**src/design/bcbe_pkg.sv**
```systemverilog
// Shared types and constants for the battery current budget estimator.
package bcbe_pkg;

    // Configuration port
    localparam int unsigned APB_ADDR_W = 5;
    localparam int unsigned APB_DATA_W = 32;

    typedef enum logic [2:0] {
        REG_CAPACITY  = 3'd0,
        REG_THRESHOLD = 3'd1,
        REG_ALPHA     = 3'd2,
        REG_INV_MAX   = 3'd3,
        REG_TARGET    = 3'd4
    } bcbe_reg_addr_t;

    // Register reset values
    localparam logic [23:0] CAPACITY_RESET  = 24'd100000;
    localparam logic [16:0] THRESHOLD_RESET = 17'd0;
    localparam logic [16:0] ALPHA_RESET     = 17'd6554;
    localparam logic [15:0] INV_MAX_RESET   = 16'd15000;
    localparam logic [15:0] TARGET_RESET    = 16'd100;

    // Arithmetic constants
    localparam logic [16:0] Q16_ONE        = 17'd65536;
    localparam logic [13:0] SOC_FULL       = 14'd10000;
    localparam logic [15:0] SOC_DIVISOR    = 16'd10000;
    localparam logic [15:0] SOC_ROUND      = 16'd5000;
    localparam logic [15:0] RUNTIME_IDLE   = 16'd9990;
    localparam logic [15:0] RUNTIME_MAX    = 16'hFFFF;
    localparam logic [15:0] DEFAULT_TARGET = 16'd100;
    localparam logic [16:0] SCALE_100      = 17'd100;

    // Serial arithmetic units
    localparam int unsigned MUL_ACC_W  = 48;
    localparam int unsigned MUL_BITS_W = 17;
    localparam int unsigned DIV_NUM_W  = 32;
    localparam int unsigned DIV_DEN_W  = 16;
    localparam int unsigned DIV_CNT_W  = 5;

    localparam logic [MUL_ACC_W-1:0] ROUND_HALF = 48'd32768;

    typedef struct packed {
        logic        busy;
        logic        done;
    } bcbe_unit_stat_t;

    typedef struct packed {
        logic [13:0] soc_percent_x100;
        logic [15:0] solar_current_ma;
        logic [15:0] forced_load_ma;
        logic [15:0] total_load_ma;
    } bcbe_in_t;

    typedef struct packed {
        logic [15:0] available_current_ma;
        logic [15:0] runtime_centihours;
        logic        not_draining;
        logic        runtime_saturated;
    } bcbe_out_t;

endpackage

```
**src/design/battery_current_budget_estimator.sv**
```systemverilog
// Battery current budget estimator: register port, sequencer and result register.
// Each input word takes two or three passes of the serial divider and four multiplier passes,
// plus any wait for the output register to empty, before its result word is registered.
// One word is worked on at a time; the block is ready for the next word once each result is
// registered, even while that result still waits. Synchronous active-low reset loads the
// register defaults and clears the filtered charge.
module battery_current_budget_estimator (
    input  logic                               aclk,
    input  logic                               aresetn,
    input  logic                               psel,
    input  logic                               penable,
    input  logic                               pwrite,
    input  logic [bcbe_pkg::APB_ADDR_W-1:0]    paddr,
    input  logic [bcbe_pkg::APB_DATA_W-1:0]    pwdata,
    output logic [bcbe_pkg::APB_DATA_W-1:0]    prdata,
    output logic                               pready,
    input  logic                               s_valid,
    output logic                               s_ready,
    input  bcbe_pkg::bcbe_in_t                 s_data,
    output logic                               m_valid,
    input  logic                               m_ready,
    output bcbe_pkg::bcbe_out_t                m_data
);

    typedef enum logic [3:0] {
        ST_IDLE,
        ST_SAMPLE,
        ST_MIX_NEW,
        ST_MIX_OLD,
        ST_USABLE,
        ST_CHARGE,
        ST_SCALE,
        ST_RATE,
        ST_RUNTIME,
        ST_OUT
    } state_t;

    state_t               state_reg, state_next;
    logic [23:0]          cap_reg, cap_next;
    logic [16:0]          thr_reg, thr_next;
    logic [16:0]          alpha_reg, alpha_next;
    logic [15:0]          inv_reg, inv_next;
    logic [15:0]          target_reg, target_next;
    logic [16:0]          filt_reg, filt_next;
    bcbe_pkg::bcbe_in_t   in_reg, in_next;
    logic                 y_zero_reg, y_zero_next;
    logic [31:0]          z_hi_reg, z_hi_next;
    logic [15:0]          rate_reg, rate_next;
    logic [15:0]          runtime_reg, runtime_next;
    logic                 nd_reg, nd_next;
    logic                 sat_reg, sat_next;
    logic                 m_valid_reg, m_valid_next;
    bcbe_pkg::bcbe_out_t  m_data_reg, m_data_next;

    logic                                 mul_start;
    logic [bcbe_pkg::MUL_ACC_W-1:0]       mul_acc_init;
    logic [bcbe_pkg::MUL_ACC_W-1:0]       mul_mcand;
    logic [bcbe_pkg::MUL_BITS_W-1:0]      mul_mplier;
    logic [bcbe_pkg::MUL_ACC_W-1:0]       mul_product;
    bcbe_pkg::bcbe_unit_stat_t            mul_stat;
    logic                                 div_start;
    logic [bcbe_pkg::DIV_NUM_W-1:0]       div_num;
    logic [bcbe_pkg::DIV_DEN_W-1:0]       div_den;
    logic [bcbe_pkg::DIV_NUM_W-1:0]       div_quot;
    bcbe_pkg::bcbe_unit_stat_t            div_stat;

    logic [13:0]          soc_clamped;
    logic [16:0]          alpha_c;
    logic [16:0]          alpha_inv;
    logic [15:0]          target_eff;
    logic [17:0]          filt_diff;
    logic [16:0]          usable;
    logic [22:0]          solar_x100;
    logic [15:0]          drain_ma;
    logic [15:0]          avail;
    logic                 cfg_write;

    bcbe_serial_mul u_mul (
        .aclk     (aclk),
        .aresetn  (aresetn),
        .start    (mul_start),
        .acc_init (mul_acc_init),
        .mcand    (mul_mcand),
        .mplier   (mul_mplier),
        .product  (mul_product),
        .stat     (mul_stat)
    );

    bcbe_serial_div u_div (
        .aclk     (aclk),
        .aresetn  (aresetn),
        .start    (div_start),
        .num      (div_num),
        .den      (div_den),
        .quot     (div_quot),
        .stat     (div_stat)
    );

    always_comb begin
        soc_clamped = (s_data.soc_percent_x100 > bcbe_pkg::SOC_FULL) ?
                      bcbe_pkg::SOC_FULL : s_data.soc_percent_x100;
        alpha_c     = (alpha_reg > bcbe_pkg::Q16_ONE) ? bcbe_pkg::Q16_ONE : alpha_reg;
        alpha_inv   = bcbe_pkg::Q16_ONE - alpha_c;
        target_eff  = (target_reg == '0) ? bcbe_pkg::DEFAULT_TARGET : target_reg;
        filt_diff   = {1'b0, filt_reg} - {1'b0, thr_reg};
        usable      = (filt_reg > thr_reg) ? filt_diff[16:0] : '0;
        solar_x100  = {1'b0, in_reg.solar_current_ma, 6'b0}
                    + {2'b0, in_reg.solar_current_ma, 5'b0}
                    + {5'b0, in_reg.solar_current_ma, 2'b0};
        drain_ma    = in_reg.total_load_ma - in_reg.solar_current_ma;
        avail       = (rate_reg > in_reg.forced_load_ma) ?
                      rate_reg - in_reg.forced_load_ma : '0;
        cfg_write   = psel && penable && pwrite;
    end

    // Register read-back
    always_comb begin
        case (paddr[4:2])
            bcbe_pkg::REG_CAPACITY:  prdata = {8'b0, cap_reg};
            bcbe_pkg::REG_THRESHOLD: prdata = {15'b0, thr_reg};
            bcbe_pkg::REG_ALPHA:     prdata = {15'b0, alpha_reg};
            bcbe_pkg::REG_INV_MAX:   prdata = {16'b0, inv_reg};
            bcbe_pkg::REG_TARGET:    prdata = {16'b0, target_reg};
            default:                 prdata = '0;
        endcase
    end

    always_comb begin
        state_next   = state_reg;
        cap_next     = cap_reg;
        thr_next     = thr_reg;
        alpha_next   = alpha_reg;
        inv_next     = inv_reg;
        target_next  = target_reg;
        filt_next    = filt_reg;
        in_next      = in_reg;
        y_zero_next  = y_zero_reg;
        z_hi_next    = z_hi_reg;
        rate_next    = rate_reg;
        runtime_next = runtime_reg;
        nd_next      = nd_reg;
        sat_next     = sat_reg;
        m_data_next  = m_data_reg;
        m_valid_next = m_valid_reg && !m_ready;

        mul_start    = 1'b0;
        mul_acc_init = '0;
        mul_mcand    = '0;
        mul_mplier   = '0;
        div_start    = 1'b0;
        div_num      = '0;
        div_den      = '0;

        if (cfg_write) begin
            case (paddr[4:2])
                bcbe_pkg::REG_CAPACITY:  cap_next    = pwdata[23:0];
                bcbe_pkg::REG_THRESHOLD: thr_next    = pwdata[16:0];
                bcbe_pkg::REG_ALPHA:     alpha_next  = pwdata[16:0];
                bcbe_pkg::REG_INV_MAX:   inv_next    = pwdata[15:0];
                bcbe_pkg::REG_TARGET:    target_next = pwdata[15:0];
                default: ;
            endcase
        end

        case (state_reg)
            ST_IDLE: begin
                if (s_valid) begin
                    in_next                  = s_data;
                    in_next.soc_percent_x100 = soc_clamped;
                    // The rounding term fits below the shifted charge, so it is appended.
                    div_start  = 1'b1;
                    div_num    = {2'b0, soc_clamped, bcbe_pkg::SOC_ROUND};
                    div_den    = bcbe_pkg::SOC_DIVISOR;
                    state_next = ST_SAMPLE;
                end
            end
            ST_SAMPLE: begin
                if (div_stat.done) begin
                    mul_start    = 1'b1;
                    mul_acc_init = bcbe_pkg::ROUND_HALF;
                    mul_mcand    = {31'b0, div_quot[16:0]};
                    mul_mplier   = alpha_c;
                    state_next   = ST_MIX_NEW;
                end
            end
            ST_MIX_NEW: begin
                if (mul_stat.done) begin
                    mul_start    = 1'b1;
                    mul_acc_init = mul_product;
                    mul_mcand    = {31'b0, filt_reg};
                    mul_mplier   = alpha_inv;
                    state_next   = ST_MIX_OLD;
                end
            end
            ST_MIX_OLD: begin
                if (mul_stat.done) begin
                    filt_next  = mul_product[32:16];
                    state_next = ST_USABLE;
                end
            end
            ST_USABLE: begin
                mul_start    = 1'b1;
                mul_acc_init = '0;
                mul_mcand    = {24'b0, cap_reg};
                mul_mplier   = usable;
                state_next   = ST_CHARGE;
            end
            ST_CHARGE: begin
                if (mul_stat.done) begin
                    y_zero_next  = (mul_product == '0);
                    mul_start    = 1'b1;
                    mul_acc_init = '0;
                    mul_mcand    = mul_product;
                    mul_mplier   = bcbe_pkg::SCALE_100;
                    state_next   = ST_SCALE;
                end
            end
            ST_SCALE: begin
                if (mul_stat.done) begin
                    // Dividing by target times 65536 is the same as dropping the low
                    // sixteen bits first; the solar term lands exactly on that boundary.
                    z_hi_next  = mul_product[47:16];
                    div_start  = 1'b1;
                    div_num    = mul_product[47:16] + {9'b0, solar_x100};
                    div_den    = target_eff;
                    state_next = ST_RATE;
                end
            end
            ST_RATE: begin
                if (div_stat.done) begin
                    rate_next = (div_quot > {16'b0, inv_reg}) ? inv_reg : div_quot[15:0];
                    sat_next  = 1'b0;
                    if (in_reg.total_load_ma <= in_reg.solar_current_ma) begin
                        runtime_next = bcbe_pkg::RUNTIME_IDLE;
                        nd_next      = 1'b1;
                        state_next   = ST_OUT;
                    end else if (y_zero_reg) begin
                        runtime_next = '0;
                        nd_next      = 1'b0;
                        state_next   = ST_OUT;
                    end else begin
                        nd_next    = 1'b0;
                        div_start  = 1'b1;
                        div_num    = z_hi_reg;
                        div_den    = drain_ma;
                        state_next = ST_RUNTIME;
                    end
                end
            end
            ST_RUNTIME: begin
                if (div_stat.done) begin
                    sat_next     = (div_quot[31:16] != '0);
                    runtime_next = (div_quot[31:16] != '0) ? bcbe_pkg::RUNTIME_MAX
                                                           : div_quot[15:0];
                    state_next   = ST_OUT;
                end
            end
            ST_OUT: begin
                if (!m_valid_reg || m_ready) begin
                    m_data_next.available_current_ma = avail;
                    m_data_next.runtime_centihours   = runtime_reg;
                    m_data_next.not_draining         = nd_reg;
                    m_data_next.runtime_saturated    = sat_reg;
                    m_valid_next                     = 1'b1;
                    state_next                       = ST_IDLE;
                end
            end
            default: begin
                state_next = ST_IDLE;
            end
        endcase
    end

    always_ff @(posedge aclk) begin
        if (!aresetn) begin
            state_reg   <= ST_IDLE;
            cap_reg     <= bcbe_pkg::CAPACITY_RESET;
            thr_reg     <= bcbe_pkg::THRESHOLD_RESET;
            alpha_reg   <= bcbe_pkg::ALPHA_RESET;
            inv_reg     <= bcbe_pkg::INV_MAX_RESET;
            target_reg  <= bcbe_pkg::TARGET_RESET;
            filt_reg    <= '0;
            m_valid_reg <= 1'b0;
        end else begin
            state_reg   <= state_next;
            cap_reg     <= cap_next;
            thr_reg     <= thr_next;
            alpha_reg   <= alpha_next;
            inv_reg     <= inv_next;
            target_reg  <= target_next;
            filt_reg    <= filt_next;
            m_valid_reg <= m_valid_next;
        end
        in_reg      <= in_next;
        y_zero_reg  <= y_zero_next;
        z_hi_reg    <= z_hi_next;
        rate_reg    <= rate_next;
        runtime_reg <= runtime_next;
        nd_reg      <= nd_next;
        sat_reg     <= sat_next;
        m_data_reg  <= m_data_next;
    end

    assign pready  = 1'b1;
    assign s_ready = (state_reg == ST_IDLE);
    assign m_valid = m_valid_reg;
    assign m_data  = m_data_reg;

    // The two arithmetic units are never in use at the same time.
    assert property (@(posedge aclk) disable iff (!aresetn)
        mul_stat.busy |-> !div_stat.busy)
        else $error("multiplier and divider busy together");

    // Both units must have finished whenever a new word can be taken.
    assert property (@(posedge aclk) disable iff (!aresetn)
        (state_reg == ST_IDLE) |-> (!mul_stat.busy && !div_stat.busy))
        else $error("arithmetic unit still busy while idle");

    // The filtered charge is a weighted mean and never exceeds full.
    assert property (@(posedge aclk) disable iff (!aresetn)
        filt_reg <= bcbe_pkg::Q16_ONE)
        else $error("filtered charge above full");

    // A word taken in keeps the block busy on the following cycle.
    assert property (@(posedge aclk) disable iff (!aresetn)
        (s_valid && s_ready) |=> !s_ready)
        else $error("second word accepted while one is in progress");

    // A non-draining result carries the fixed runtime and no saturation.
    assert property (@(posedge aclk) disable iff (!aresetn)
        (m_valid_reg && m_data_reg.not_draining) |->
        (m_data_reg.runtime_centihours == bcbe_pkg::RUNTIME_IDLE &&
         !m_data_reg.runtime_saturated))
        else $error("inconsistent non-draining result");

endmodule

```
**src/design/bcbe_serial_mul.sv**
```systemverilog
// Shift-and-add multiplier taking one multiplier bit per cycle, with a preloadable accumulator.
module bcbe_serial_mul (
    input  logic                                  aclk,
    input  logic                                  aresetn,
    input  logic                                  start,
    input  logic [bcbe_pkg::MUL_ACC_W-1:0]        acc_init,
    input  logic [bcbe_pkg::MUL_ACC_W-1:0]        mcand,
    input  logic [bcbe_pkg::MUL_BITS_W-1:0]       mplier,
    output logic [bcbe_pkg::MUL_ACC_W-1:0]        product,
    output bcbe_pkg::bcbe_unit_stat_t             stat
);

    logic [bcbe_pkg::MUL_ACC_W-1:0]  acc_reg, acc_next;
    logic [bcbe_pkg::MUL_ACC_W-1:0]  mcand_reg, mcand_next;
    logic [bcbe_pkg::MUL_BITS_W-1:0] mplier_reg, mplier_next;
    logic                            busy_reg, busy_next;
    logic                            done_reg, done_next;

    always_comb begin
        acc_next    = acc_reg;
        mcand_next  = mcand_reg;
        mplier_next = mplier_reg;
        busy_next   = busy_reg;
        done_next   = 1'b0;
        if (start) begin
            acc_next    = acc_init;
            mcand_next  = mcand;
            mplier_next = mplier;
            busy_next   = 1'b1;
        end else if (busy_reg) begin
            // Stop as soon as no set multiplier bits remain.
            if (mplier_reg == '0) begin
                busy_next = 1'b0;
                done_next = 1'b1;
            end else begin
                if (mplier_reg[0]) begin
                    acc_next = acc_reg + mcand_reg;
                end
                mcand_next  = {mcand_reg[bcbe_pkg::MUL_ACC_W-2:0], 1'b0};
                mplier_next = {1'b0, mplier_reg[bcbe_pkg::MUL_BITS_W-1:1]};
            end
        end
    end

    always_ff @(posedge aclk) begin
        if (!aresetn) begin
            busy_reg <= 1'b0;
            done_reg <= 1'b0;
        end else begin
            busy_reg <= busy_next;
            done_reg <= done_next;
        end
        acc_reg    <= acc_next;
        mcand_reg  <= mcand_next;
        mplier_reg <= mplier_next;
    end

    assign product   = acc_reg;
    assign stat.busy = busy_reg;
    assign stat.done = done_reg;

endmodule

```
**src/design/bcbe_serial_div.sv**
```systemverilog
// Restoring divider producing one quotient bit per cycle.
module bcbe_serial_div (
    input  logic                                  aclk,
    input  logic                                  aresetn,
    input  logic                                  start,
    input  logic [bcbe_pkg::DIV_NUM_W-1:0]        num,
    input  logic [bcbe_pkg::DIV_DEN_W-1:0]        den,
    output logic [bcbe_pkg::DIV_NUM_W-1:0]        quot,
    output bcbe_pkg::bcbe_unit_stat_t             stat
);

    logic [bcbe_pkg::DIV_NUM_W-1:0] num_reg, num_next;
    logic [bcbe_pkg::DIV_DEN_W-1:0] den_reg, den_next;
    logic [bcbe_pkg::DIV_DEN_W-1:0] rem_reg, rem_next;
    logic [bcbe_pkg::DIV_CNT_W-1:0] cnt_reg, cnt_next;
    logic                           busy_reg, busy_next;
    logic                           done_reg, done_next;
    logic [bcbe_pkg::DIV_DEN_W:0]   rem_shift;
    logic [bcbe_pkg::DIV_DEN_W:0]   rem_diff;
    logic                           q_bit;

    always_comb begin
        rem_shift = {rem_reg, num_reg[bcbe_pkg::DIV_NUM_W-1]};
        rem_diff  = rem_shift - {1'b0, den_reg};
        q_bit     = (rem_shift >= {1'b0, den_reg});

        num_next  = num_reg;
        den_next  = den_reg;
        rem_next  = rem_reg;
        cnt_next  = cnt_reg;
        busy_next = busy_reg;
        done_next = 1'b0;
        if (start) begin
            num_next  = num;
            den_next  = den;
            rem_next  = '0;
            cnt_next  = '1;
            busy_next = 1'b1;
        end else if (busy_reg) begin
            // Quotient bits shift in behind the numerator as it leaves.
            num_next = {num_reg[bcbe_pkg::DIV_NUM_W-2:0], q_bit};
            rem_next = q_bit ? rem_diff[bcbe_pkg::DIV_DEN_W-1:0]
                             : rem_shift[bcbe_pkg::DIV_DEN_W-1:0];
            if (cnt_reg == '0) begin
                busy_next = 1'b0;
                done_next = 1'b1;
            end else begin
                cnt_next = cnt_reg - 1'b1;
            end
        end
    end

    always_ff @(posedge aclk) begin
        if (!aresetn) begin
            busy_reg <= 1'b0;
            done_reg <= 1'b0;
        end else begin
            busy_reg <= busy_next;
            done_reg <= done_next;
        end
        num_reg <= num_next;
        den_reg <= den_next;
        rem_reg <= rem_next;
        cnt_reg <= cnt_next;
    end

    assign quot      = num_reg;
    assign stat.busy = busy_reg;
    assign stat.done = done_reg;

endmodule
```
**config.mk**
```make
export PLATFORM = sky130hd
export DESIGN_NAME = battery_current_budget_estimator
export DESIGN_NICKNAME = d
export VERILOG_FILES = /design/src/design/bcbe_pkg.sv /design/src/design/battery_current_budget_estimator.sv /design/src/design/bcbe_serial_mul.sv /design/src/design/bcbe_serial_div.sv
export SDC_FILE = /design/constraint.sdc
export NUM_CORES = 1
export LEC_CHECK = 0
export ABC_AREA = 1
export BUFFER_PORTS_ARGS = -buffer_cell sky130_fd_sc_hd__clkbuf_2
export CELL_PAD_IN_SITES_DETAIL_PLACEMENT = 0
export CELL_PAD_IN_SITES_GLOBAL_PLACEMENT = 1
export CORE_MARGIN = 3
export CORE_UTILIZATION = 50
export DETAILED_ROUTE_END_ITERATION = 6
export PLACE_DENSITY = 0.95
export SETUP_SLACK_MARGIN = 0.05
export SLEW_MARGIN = 15
export SYNTH_ARGS = -nofsm -noshare
export SYNTH_HDL_FRONTEND = slang
export SYNTH_SLANG_ARGS = --single-unit
```
**constraint.sdc**
```tcl
create_clock -name aclk -period 8.2 [get_ports aclk]
set_input_delay 0.41 -clock aclk [delete_from_list [all_inputs] [get_ports aclk]]
set_output_delay 0.41 -clock aclk [all_outputs]
set_load 0.05 [all_outputs]
```
==> flow_summary.json <==
{
  "status": "finished clean",
  "drv_cap": 0,
  "portBuffers": 155,
  "seqCellArea_um2": 12100,
  "layout.nets": 4066,
  "drc_errors": 0,
  "ant_nets": 0,
  "period_share_pct": 54.1,
  "cts_tree": "built",
  "grt_pass1_vias": 24800,
  "grt_max_degree": 80,
  "vias": 26600,
  "relSlewSlack_pct": 29.9,
  "grt_pass1_wl_um": 142000,
  "clk_pin_slew_ns": 0.06,
  "setup_ws_ns": 3.76,
  "arrival_ns": 4.77,
  "tightestPinTransition_ns": 1.05,
  "r2r-end": "u_mul.product[9]",
  "vias_per_cell": 5.82,
  "wl_per_cell_um": 20.5,
  "vdd_ir_drop_max_mv": 0.185,
  "dp_hpwl_um": 69200,
  "final_common_cell": "nand2_1",
  "grt_overflow_total": 0,
  "synth_cell_types": 54,
  "cts_setup_buffers": 0,
  "powerDensity_nw_per_um2": 376,
  "rsz0062_at_grt": "false",
  "r2r-start": "state_reg[0]",
  "hold_start": "pwdata[23]",
  "slew_violations": 0,
  "drtPass1Iterations": 7,
  "fin_tns_setup_ns": 0,
  "ys_ff_latch": 447,
  "die_area_um2": 60400,
  "fillers": 5168,
  "r2r_cells": 12,
  "clk_latency_ns": 0.64,
  "syn-cell-area_um2": 28700,
  "fp.dieW_um": 246,
  "cp.required_ns": 8.53,
  "num_rows": 87,
  "whs_path_depth": 3,
  "start_util_pct": 50.8,
  "multi_input_area_um2": 14500,
  "totalWireLength_um": 93300,
  "root_buffer": "clkbuf_16",
  "cts_buffer_depth": 3,
  "dp_slack_ns": 3.82,
  "first_iter_violations": 2855,
  "clock.fmax_mhz": 225,
  "fp.dieH_um": 246,
  "core-area_um2": 56600,
  "yosys_warnings": 0,
  "antenna_found_initial": 1,
  "min_path_type": "in2reg",
  "synth_ff_type": "edfxtp_1",
  "area_growth_pct": 12.8,
  "synth-edff-count": 310,
  "p_leak_nw": 14.1,
  "cts_made_buffers": 51,
  "layout-drive-gt1-share_pct": 9.22,
  "numClockSinks": 447,
  "startpoint_type": "flop",
  "h-tree-depth": 2,
  "min_period_ns": 4.44,
  "setup-violations-final": 0,
  "async_flop_share_pct": 0,
  "endpoint_kind": "flop",
  "globalplace.congestion": 1.00,
  "synth_cells": 3587,
  "min_to": "cap_reg[23]",
  "rrSetupSlack_ns": 3.76,
  "syn_avg_cell_area_um2": 8.01,
  "path_class": "reg2reg",
  "grt_util_all_layers_pct": 30.2,
  "seq_area_frac_synth_pct": 42.0,
  "final_cell_mix": "803 x nand2_1, 427 x inv_1, 310 x edfxtp_1",
  "num_io_pins": 175,
  "cp_max_fo": 64,
  "final-hold-violation-count": 0,
  "skew_ns": 0.0451
}
==> through the flow <==
stage | cell area, um2 | utilization [%] | std cells | total power [mW] | hold WS [ns]
3_3_place_gp | 30100 | 53.2 | 4420 | 9.54 | 0.406
4_1_cts | 32400 | 57.2 | 4563 | 12.1 | 0.0338
3_5_place_dp | 30100 | 53.2 | 4420 | 9.63 | 0.405
6_report | 32400 | 57.2 | 4564 | 12.2 | 0.0606
5_1_grt | 32400 | 57.2 | 4563 | 13.1 | 0.0575
2_1_floorplan | 28800 | - | 3594 | 7.91 | 0.400
==> what timing repair did <==
action	CTS	global route
hold buffers	47	0
hold endpoints to repair	47	0
gates resized for setup	0	0
==> kinds of logic after synthesis <==
kind of cell / share of synthesized area (%)
and+or+nand+nor: 24.6
AOI/OAI and AO/OA: 14.5
buffers and inverters: 7.83
DFF: 42.0
adders and majority gates: 9.43
xor gates and xnor gates: 1.68
other: 0.0261
==> critical path: stages, from the launching register on <==
cell and delay, ns:
dfxtp_1 0.44, inv_2 0.06, nor2_2 0.13, inv_2 0.07, nor2_4 0.75, inv_2 0.39
nor2_4 0.27, inv_2 0.07, nand2_2 0.26, clkinv_2 0.65, buf_4 0.61, a31oi_1 0.26
a21oi_1 0.07
==> synth_stat cells, types with 14 or more instances <==
library cell	count	area share, %
nor2_1	284	3.7
edfxtp_1	310	32
a21oi_1	270	4.7
fa_1	34	2.4
inv_1	429	5.6
nand3_1	308	5.4
buf_4	17	0.44
xor2_1	29	0.88
inv_2	16	0.21
a221oi_1	30	0.91
o21ai_0	226	3.9
nand3b_1	18	0.47
o31ai_1	16	0.42
o211ai_1	40	1.0
buf_2	17	0.30
nor3_1	41	0.71
dfxtp_1	137	9.5
a21o_1	19	0.50
a32o_1	28	0.98
clkbuf_1	61	0.80
nor4_1	25	0.54
xnor2_1	26	0.79
or2_2	34	0.74
nand4_1	71	1.5
nand2_1	803	10
a31oi_1	14	0.30
ha_1	162	7.1
o22ai_1	19	0.41
==> power by group <==
group	internal, mW	switching, mW	leakage, nW	total (mW)
sequential	3.20	0.534	3.94	3.74
combinational	2.00	4.03	9.33	6.03
clock	1.40	1.01	0.847	2.41
==> routing by layer <==
layer | wire length, um | up-vias | global-route usage (%)
met5 | 0 | - | 0
met4 | 4030 | 0 | 11.9
met3 | 8760 | 219 | 5.18
met2 | 41800 | 1305 | 48.0
met1 | 38700 | 12400 | 41.1
li1 | - | 12700 | -
==> worst max-delay path by stage <==
stage / start / to / slack, ns / cells past startpoint
global placement: state_reg[0] / u_mul.product[9] / 3.93 / 12
global route: state_reg[0] / u_mul.product[9] / 3.51 / 12
detailed placement: state_reg[0] / u_mul.product[9] / 3.82 / 12
finish: state_reg[0] / u_mul.product[9] / 3.76 / 12
floorplan: state_reg[0] / u_mul.product[0] / 4.47 / 11
CTS: state_reg[0] / u_mul.product[9] / 3.77 / 12
==> area by class of cell <==
| cell class | count | area share (%) |
|---|---|---|
| Clock inverter | 34 | 1.36 |
| Inverter | 448 | 5.21 |
| Multi-Input combinational cell | 2589 | 44.7 |
| Antenna cell | 1 | 0.00773 |
| Timing Repair Buffer | 227 | 4.43 |
| Tap cell | 756 | 2.92 |
| Clock buffer | 62 | 4.13 |
| Sequential cell | 447 | 37.2 |
No activity file was read; power rests on OpenSTA's default activity.
